**src/hdl/rth_pkg.sv**
```systemverilog
package rth_pkg;

    localparam int unsigned CHAN_PORT_BITS = 16;
    localparam int unsigned HUE_BITS       = 9;
    localparam int unsigned SAT_BITS       = 7;
    localparam int unsigned QUO_BITS       = 9;
    localparam int unsigned HUE_WRAP       = 360;
    localparam int unsigned SAT_FULL       = 100;

    typedef enum logic [1:0] {
        SEC_RED   = 2'd0,
        SEC_GREEN = 2'd1,
        SEC_BLUE  = 2'd2
    } t_sector;

    typedef struct packed {
        logic [CHAN_PORT_BITS-1:0] red;
        logic [CHAN_PORT_BITS-1:0] green;
        logic [CHAN_PORT_BITS-1:0] blue;
    } t_rgb;

    typedef struct packed {
        logic [HUE_BITS-1:0]       hue;
        logic [SAT_BITS-1:0]       saturation;
        logic [CHAN_PORT_BITS-1:0] brightness;
    } t_hsv;

endpackage

```
**src/hdl/rth_front.sv**
```systemverilog
module rth_front #(
    parameter int unsigned CHANNEL_BITS = 16
) (
    input  logic                                 i_clk,
    input  logic                                 i_rst_n,
    input  logic                                 i_valid,
    input  rth_pkg::t_rgb                        i_pixel,
    output logic                                 o_valid,
    output logic [CHANNEL_BITS+rth_pkg::QUO_BITS-1:0] o_hue_num,
    output logic [CHANNEL_BITS-1:0]              o_hue_div,
    output logic [CHANNEL_BITS+rth_pkg::QUO_BITS-1:0] o_sat_num,
    output logic [CHANNEL_BITS-1:0]              o_sat_div,
    output logic [CHANNEL_BITS-1:0]              o_bright
);
    import rth_pkg::*;

    localparam int unsigned CB = CHANNEL_BITS;
    localparam int unsigned W  = CB + QUO_BITS;
    localparam int unsigned SW = CB + 11;

    logic [CB-1:0] r, g, b;
    logic [CB-1:0] mx, mn;
    logic signed [CB:0] d;
    t_sector sec;
    logic grey;

    logic              r_valid_a, r_grey;
    logic [CB-1:0]     r_mx, r_rng;
    logic signed [CB:0] r_d;
    t_sector           r_sec;

    logic [CB+2:0]       off_rng;
    logic signed [SW-1:0] s_base, s_num, s_wrap, s_fix;
    logic [W-1:0]        sat_num;

    logic          r_valid_b;
    logic [W-1:0]  r_hnum, r_snum;
    logic [CB-1:0] r_hdiv, r_sdiv, r_bright;

    assign r = i_pixel.red[CB-1:0];
    assign g = i_pixel.green[CB-1:0];
    assign b = i_pixel.blue[CB-1:0];

    always_comb begin
        grey = (r == g) && (r == b);
        if (grey || ((r >= g) && (r >= b))) begin
            mx  = r;
            mn  = (g < b) ? g : b;
            d   = $signed({1'b0, g}) - $signed({1'b0, b});
            sec = SEC_RED;
        end else if ((g >= r) && (g >= b)) begin
            mx  = g;
            mn  = (r < b) ? r : b;
            d   = $signed({1'b0, b}) - $signed({1'b0, r});
            sec = SEC_GREEN;
        end else begin
            mx  = b;
            mn  = (r < g) ? r : g;
            d   = $signed({1'b0, r}) - $signed({1'b0, g});
            sec = SEC_BLUE;
        end
    end

    always_ff @(posedge i_clk) begin
        if (!i_rst_n) begin
            r_valid_a <= 1'b0;
        end else begin
            r_valid_a <= i_valid;
        end
        r_grey <= grey;
        r_mx   <= mx;
        r_rng  <= mx - mn;
        r_d    <= d;
        r_sec  <= sec;
    end

    always_comb begin
        case (r_sec)
            SEC_RED:   off_rng = '0;
            SEC_GREEN: off_rng = {2'b00, r_rng, 1'b0};
            SEC_BLUE:  off_rng = {1'b0, r_rng, 2'b00};
            default:   off_rng = '0;
        endcase
        s_base  = $signed(SW'(off_rng)) + $signed({{(SW-CB-1){r_d[CB]}}, r_d});
        s_num   = (s_base <<< 6) - (s_base <<< 2);
        s_wrap  = $signed((SW'(r_rng) << 8) + (SW'(r_rng) << 6)
                          + (SW'(r_rng) << 5) + (SW'(r_rng) << 3));
        s_fix   = s_num[SW-1] ? (s_num + s_wrap) : s_num;
        sat_num = (W'(r_rng) << 6) + (W'(r_rng) << 5) + (W'(r_rng) << 2);
    end

    always_ff @(posedge i_clk) begin
        if (!i_rst_n) begin
            r_valid_b <= 1'b0;
        end else begin
            r_valid_b <= r_valid_a;
        end
        r_bright <= r_mx;
        if (r_grey) begin
            r_hnum <= '0;
            r_snum <= '0;
            r_hdiv <= '1;
            r_sdiv <= '1;
        end else begin
            r_hnum <= s_fix[W-1:0];
            r_snum <= sat_num;
            r_hdiv <= r_rng;
            r_sdiv <= r_mx;
        end
    end

    assign o_valid   = r_valid_b;
    assign o_hue_num = r_hnum;
    assign o_hue_div = r_hdiv;
    assign o_sat_num = r_snum;
    assign o_sat_div = r_sdiv;
    assign o_bright  = r_bright;

endmodule

```
**src/hdl/rth_div_cell.sv**
```systemverilog
module rth_div_cell #(
    parameter int unsigned CHANNEL_BITS = 16,
    parameter int unsigned BIT_POS      = 0
) (
    input  logic                                      i_clk,
    input  logic                                      i_rst_n,
    input  logic                                      i_valid,
    input  logic [CHANNEL_BITS+rth_pkg::QUO_BITS-1:0] i_hue_rem,
    input  logic [CHANNEL_BITS-1:0]                   i_hue_div,
    input  logic [rth_pkg::QUO_BITS-1:0]              i_hue_quo,
    input  logic [CHANNEL_BITS+rth_pkg::QUO_BITS-1:0] i_sat_rem,
    input  logic [CHANNEL_BITS-1:0]                   i_sat_div,
    input  logic [rth_pkg::QUO_BITS-1:0]              i_sat_quo,
    input  logic [CHANNEL_BITS-1:0]                   i_bright,
    output logic                                      o_valid,
    output logic [CHANNEL_BITS+rth_pkg::QUO_BITS-1:0] o_hue_rem,
    output logic [CHANNEL_BITS-1:0]                   o_hue_div,
    output logic [rth_pkg::QUO_BITS-1:0]              o_hue_quo,
    output logic [CHANNEL_BITS+rth_pkg::QUO_BITS-1:0] o_sat_rem,
    output logic [CHANNEL_BITS-1:0]                   o_sat_div,
    output logic [rth_pkg::QUO_BITS-1:0]              o_sat_quo,
    output logic [CHANNEL_BITS-1:0]                   o_bright
);
    import rth_pkg::*;

    localparam int unsigned W = CHANNEL_BITS + QUO_BITS;

    logic [W-1:0] hue_sh, sat_sh;
    logic         hue_ge, sat_ge;
    logic [W-1:0] n_hue_rem, n_sat_rem;
    logic [QUO_BITS-1:0] n_hue_quo, n_sat_quo;

    logic                r_valid;
    logic [W-1:0]        r_hue_rem, r_sat_rem;
    logic [CHANNEL_BITS-1:0] r_hue_div, r_sat_div, r_bright;
    logic [QUO_BITS-1:0] r_hue_quo, r_sat_quo;

    always_comb begin
        hue_sh    = W'(i_hue_div) << BIT_POS;
        sat_sh    = W'(i_sat_div) << BIT_POS;
        hue_ge    = i_hue_rem >= hue_sh;
        sat_ge    = i_sat_rem >= sat_sh;
        n_hue_rem = hue_ge ? (i_hue_rem - hue_sh) : i_hue_rem;
        n_sat_rem = sat_ge ? (i_sat_rem - sat_sh) : i_sat_rem;
        n_hue_quo = i_hue_quo;
        n_sat_quo = i_sat_quo;
        n_hue_quo[BIT_POS] = hue_ge;
        n_sat_quo[BIT_POS] = sat_ge;
    end

    always_ff @(posedge i_clk) begin
        if (!i_rst_n) begin
            r_valid <= 1'b0;
        end else begin
            r_valid <= i_valid;
        end
        r_hue_rem <= n_hue_rem;
        r_sat_rem <= n_sat_rem;
        r_hue_div <= i_hue_div;
        r_sat_div <= i_sat_div;
        r_hue_quo <= n_hue_quo;
        r_sat_quo <= n_sat_quo;
        r_bright  <= i_bright;
    end

    assign o_valid   = r_valid;
    assign o_hue_rem = r_hue_rem;
    assign o_hue_div = r_hue_div;
    assign o_hue_quo = r_hue_quo;
    assign o_sat_rem = r_sat_rem;
    assign o_sat_div = r_sat_div;
    assign o_sat_quo = r_sat_quo;
    assign o_bright  = r_bright;

endmodule

```
**src/hdl/rgb_to_hsv.sv**
```systemverilog
// Channel   Direction  Ports                Payload
// command   in         start, busy          i_pixel (red, green, blue)
// result    out        o_valid              o_result (hue, saturation, brightness)
//
// One item is taken in every cycle; busy is always low.
// Each result passes through two front stages, which find the
// largest channel and form the numerators, then through nine divider cells
// that each settle one quotient bit of hue and of saturation.
// Reset clears only the valid flags of the stages.
// The results are never held back, so nothing in the chain ever stalls.
module rgb_to_hsv #(
    parameter int unsigned CHANNEL_BITS = 16
) (
    input  logic            i_clk,
    input  logic            i_rst_n,
    input  logic            start,
    output logic            busy,
    input  rth_pkg::t_rgb   i_pixel,
    output logic            o_valid,
    output rth_pkg::t_hsv   o_result
);
    import rth_pkg::*;

    localparam int unsigned W = CHANNEL_BITS + QUO_BITS;

    logic                    vld     [0:QUO_BITS];
    logic [W-1:0]            hue_rem [0:QUO_BITS];
    logic [CHANNEL_BITS-1:0] hue_div [0:QUO_BITS];
    logic [QUO_BITS-1:0]     hue_quo [0:QUO_BITS];
    logic [W-1:0]            sat_rem [0:QUO_BITS];
    logic [CHANNEL_BITS-1:0] sat_div [0:QUO_BITS];
    logic [QUO_BITS-1:0]     sat_quo [0:QUO_BITS];
    logic [CHANNEL_BITS-1:0] bright  [0:QUO_BITS];

    assign busy = 1'b0;

    rth_front #(
        .CHANNEL_BITS(CHANNEL_BITS)
    ) u_front (
        .i_clk    (i_clk),
        .i_rst_n  (i_rst_n),
        .i_valid  (start && !busy),
        .i_pixel  (i_pixel),
        .o_valid  (vld[0]),
        .o_hue_num(hue_rem[0]),
        .o_hue_div(hue_div[0]),
        .o_sat_num(sat_rem[0]),
        .o_sat_div(sat_div[0]),
        .o_bright (bright[0])
    );

    assign hue_quo[0] = '0;
    assign sat_quo[0] = '0;

    for (genvar k = 0; k < QUO_BITS; k++) begin : g_cell
        rth_div_cell #(
            .CHANNEL_BITS(CHANNEL_BITS),
            .BIT_POS     (QUO_BITS - 1 - k)
        ) u_cell (
            .i_clk    (i_clk),
            .i_rst_n  (i_rst_n),
            .i_valid  (vld[k]),
            .i_hue_rem(hue_rem[k]),
            .i_hue_div(hue_div[k]),
            .i_hue_quo(hue_quo[k]),
            .i_sat_rem(sat_rem[k]),
            .i_sat_div(sat_div[k]),
            .i_sat_quo(sat_quo[k]),
            .i_bright (bright[k]),
            .o_valid  (vld[k+1]),
            .o_hue_rem(hue_rem[k+1]),
            .o_hue_div(hue_div[k+1]),
            .o_hue_quo(hue_quo[k+1]),
            .o_sat_rem(sat_rem[k+1]),
            .o_sat_div(sat_div[k+1]),
            .o_sat_quo(sat_quo[k+1]),
            .o_bright (bright[k+1])
        );
    end

    assign o_valid             = vld[QUO_BITS];
    assign o_result.hue        = hue_quo[QUO_BITS][HUE_BITS-1:0];
    assign o_result.saturation = sat_quo[QUO_BITS][SAT_BITS-1:0];
    assign o_result.brightness = CHAN_PORT_BITS'(bright[QUO_BITS]);

`ifndef NO_ASSERTIONS
    a_latency: assert property (@(posedge i_clk) disable iff (!i_rst_n)
        start |-> ##11 o_valid)
        else $error("accepted item did not come out after the pipeline latency");

    a_no_phantom: assert property (@(posedge i_clk) disable iff (!i_rst_n)
        o_valid |-> $past(start, 11))
        else $error("result without a matching accepted item");

    a_hue_range: assert property (@(posedge i_clk) disable iff (!i_rst_n)
        o_valid |-> (hue_quo[QUO_BITS] < QUO_BITS'(HUE_WRAP)))
        else $error("hue quotient out of range");

    a_sat_range: assert property (@(posedge i_clk) disable iff (!i_rst_n)
        o_valid |-> (sat_quo[QUO_BITS] <= QUO_BITS'(SAT_FULL)))
        else $error("saturation quotient out of range");
`endif

endmodule

```
**config.mk**
```make
export PLATFORM = sky130hd
export DESIGN_NAME = rgb_to_hsv
export DESIGN_NICKNAME = d
export VERILOG_FILES = /design/src/hdl/rth_pkg.sv /design/src/hdl/rth_front.sv /design/src/hdl/rth_div_cell.sv /design/src/hdl/rgb_to_hsv.sv
export SDC_FILE = /design/constraint.sdc
export NUM_CORES = 2
export LEC_CHECK = 0
export BUFFER_PORTS_ARGS = -buffer_cell sky130_fd_sc_hd__buf_2
export CAP_MARGIN = 20
export CORE_ASPECT_RATIO = 1.75
export CORE_MARGIN = 2
export CORE_UTILIZATION = 25
export CTS_BUF_LIST = sky130_fd_sc_hd__clkbuf_4 sky130_fd_sc_hd__clkbuf_8 sky130_fd_sc_hd__clkbuf_16
export CTS_CLUSTER_DIAMETER = 50
export CTS_CLUSTER_SIZE = 14
export DETAILED_ROUTE_END_ITERATION = 16
export SLEW_MARGIN = 30
export SYNTH_ARGS = -nofsm -noshare
export SYNTH_HDL_FRONTEND = slang
export SYNTH_SLANG_ARGS = --single-unit
```
**constraint.sdc**
```tcl
create_clock -name i_clk -period 11 [get_ports i_clk]
set_input_delay 1.1 -clock i_clk [delete_from_list [all_inputs] [get_ports i_clk]]
set_output_delay 1.1 -clock i_clk [all_outputs]
set_load 0.01 [all_outputs]
```
==> metrics.md <==
| Metric | Value |
|---|---|
| Layout cell share with drive strength beyond 1 | 7.50% |
| Drt wl/cell | 14.4 µm |
| Finish-stage setup viols | 0 |
| Post-CTS sizing | 0 |
| I/O Pins | 85 |
| Highest clock rate | 0.120 GHz |
| PortBufs | 83 |
| Commonest cells after routing, fill and taps aside | dfxtp_1 (998), inv_1 (583), ha_1 (448) |
| TritonRoute pass-1 iters | 5 |
| Unique cell type count in the Yosys netlist | 98 |
| Register Area | 20000 µm² |
| Root Driver | clkbuf_16 |
| Die area | 195000 µm² |
| Met1 Use GR | 10.2% |
| Synth Instances | 5134 |
| Leading cell type in the layout, fill and taps excluded | dfxtp_1 |
| Slowest cell on crit path | o41ai_1 |
| Die W | 335 µm |
| Worst Setup End Kind | register |
| RSZ-0062 raised after global routing | false |
| Reg2Reg Setup Slack | 2640 ps |
| Detailed placer's ending HPWL | 90100 µm |
| CTS Sinks | 999 |
| Tcrit/Tclk final | 76.0% |
| Post-CTS setup buffer count | 0 |
| Final critical-path required period | 8360 ps |
| Clk Latency, worst-skew pair | 720 ps |
| R2r worst-path depth | 33 |
| Data arrival, critical path | 8930 ps |
| Layout area overhead | 12.9% |
| Most area-hungry cell type in the Yosys netlist | dfxtp_1 |
| Met3 usage | 1.50% |
| TNS Setup | 0 ps |
| WP data required | 11570 ps |
| Max-cap violations | 0 |
| Total GRT Usage | 11.4% |
| Worst min path class | register to register |
| Crit path top cell by count | inv_1 |
| First-pass GRT wire length | 181000 µm |
| Register area share after synthesis | 41.8% |
| CTS Hold Buffers Added | 0 |
| Top FF cell, synth | dfxtp_1 |
| Initial antenna violation count | 2 |
| GPL Wtd Cong | 0.864 |
| Outcome | finished clean |
| # rows | 212 |
| GR peak layer | met2 |
| Rel. slew slack | 32.0% |
| Vias per Instance | 4.49 |
| CP Class | register to register |
| Global Route met2 Usage | 23.3% |
| Syn avg cell area | 9.33 µm² |
| H-tree levels | 3 |
| Synth async-reset ratio | 0% |
| Syn. warnings | 0 |
| Vias | 34.7k |
| Mapped Nets | 5700 |
| Worst-Margin Slew | 1010 ps |
| Top cells by area, synth | dfxtp_1 (42%), ha_1 (12%), inv_1 (4.6%) |
| Final hold vios | 0 |
| Detail Route Antenna Nets | 0 |
| Max incr delay on CP | 550 ps |
| Post-Route WL | 112000 µm |
| Worst Setup EP | u_front.o_hue_num[21] |
| Bufs on Longest Clock Path | 3 |
| Post-route DRC violation count | 0 |
| Synth Cell Area | 47900 µm² |
| TritonCTS clock tree | built |
| Footprint of the multi-input gates | 25300 µm² |
| Cts bufs inserted | 94 |
| Core area | 190000 µm² |
| Seq cells post-synth | 999 |
| Crit Path Max Fanout | 16 |
| Starting Density | 25.2% |
| Chip height | 583 µm |
| Number of cells on the worst hold path | 0 |
| Largest net degree at the start of global routing | 81 |
| Synth top area share | 41.8% |
| Remaining Overflow, GRT | 0 |
| Reg-to-reg critical path endpoint | u_front.o_hue_num[21] |
| Worst Setup SP | u_front.r_sec[0] |
| Final layout net count | 5791 |
| Filler Cell Count | 19.9k |
| Clock Skews | 66.0 ps |
| Max Slew Vio Count | 0 |
| Number of global-route vias before repair | 36.3k |
| Critical R2R Launch | u_front.r_sec[0] |
| EDFF count, synth | 0 |
| Clock transition at the registers of the reported paths | 60 ps |
| DR iter-0 viols | 1431 |
| Worst Setup Start Kind | register |
[synth_stat cells (37+ instances only)]
cell and number:
a211oi_1 69, a21boi_0 60, a21o_1 138, a21oi_1 316, a31oi_1 37, clkbuf_1 84
dfxtp_1 999, fa_1 67, ha_1 448, inv_1 583, mux2_2 64, mux2i_1 56
nand2_1 304, nand2b_1 71, nand3_1 66, nand4_1 51, nor2_1 372, nor2b_1 77
nor3_1 95, nor4_1 40, o21a_1 46, o21ai_0 247, o31ai_1 57, or2_2 46
xnor2_1 200, xor2_1 131
[per-layer routing]
layer,vias up,routed length [µm]
li1,17800,-
met1,16000,38800
met2,605,61800
met3,303,3260
met4,0,7740
met5,-,0
[critical path, delay by kind of cell (launching register included)]
kind                     cells  cell delay (ps)
buffers and inverters        5              280
AO/OA/AOI/OAI                9             2540
adder cells (fa/ha/maj)      8             3300
XOR/XNOR                     3              650
AND/OR/NAND/NOR              8             1090
flip-flops                   1              330
[layout make-up]
class	instances	area share (%)
multi-input combinational	3437	46.7
sequential	999	37.0
tap	2461	5.69
clock buffer	104	4.51
inverter	584	4.05
timing repair buffer	109	1.13
clock inverter	31	0.923
antenna	2	0.00925
[through the flow]
step	hold WS, ps	cells	util (%)	area (µm²)	setup slack (ps)
after floorplan	310	5134	-	47900	3890
after global placement	310	7590	26.9	51100	2830
after detailed placement	312	7590	26.9	51200	2760
after CTS	291	7725	28.4	54100	2650
after global routing	294	7727	28.4	54100	1930
final	287	7727	28.4	54100	2640
[worst min path at each step]
stage	startpoint	to
3_5_place_dp	g_cell[1].u_cell.o_bright[15]	g_cell[2].u_cell.o_bright[15]
4_1_cts	g_cell[5].u_cell.o_hue_quo[6]	g_cell[6].u_cell.o_hue_quo[6]
3_3_place_gp	g_cell[5].u_cell.o_bright[12]	g_cell[6].u_cell.o_bright[12]
6_report	g_cell[5].u_cell.o_hue_quo[6]	g_cell[6].u_cell.o_hue_quo[6]
5_1_grt	g_cell[4].u_cell.o_hue_quo[5]	g_cell[5].u_cell.o_hue_quo[5]
2_1_floorplan	u_front.o_bright[0]	g_cell[0].u_cell.o_bright[0]
[registers in the layout, summed over array words and instances, names as in the netlist, 22 cells and up]
register	count
u_front.o_hue_num	23
g_cell.u_cell.o_sat_rem	185
g_cell.u_cell.o_sat_div	128
g_cell.u_cell.o_sat_quo	28
g_cell.u_cell.o_hue_rem	185
g_cell.u_cell.o_hue_quo	45
u_front.o_sat_num	22
g_cell.u_cell.o_hue_div	128
g_cell.u_cell.o_bright	144
[kinds of logic (layout without fill, tap and decap cells)]
family / Yosys count / count (layout) / synth area share (%)
AO/OA/AOI/OAI: 1171 / 1171 / 15.8
XOR/XNOR: 334 / 334 / 6.18
adder cells (fa/ha/maj): 519 / 519 / 14.6
buffers and inverters: 698 / 828 / 5.69
flip-flops: 999 / 999 / 41.8
multiplexers: 125 / 125 / 2.79
other: 1 / 3 / 0.00783
AND/OR/NAND/NOR: 1287 / 1287 / 13.2
Power is not shown: default switching activity piles up to over one toggle a cycle in this logic, so the estimate is an artifact.
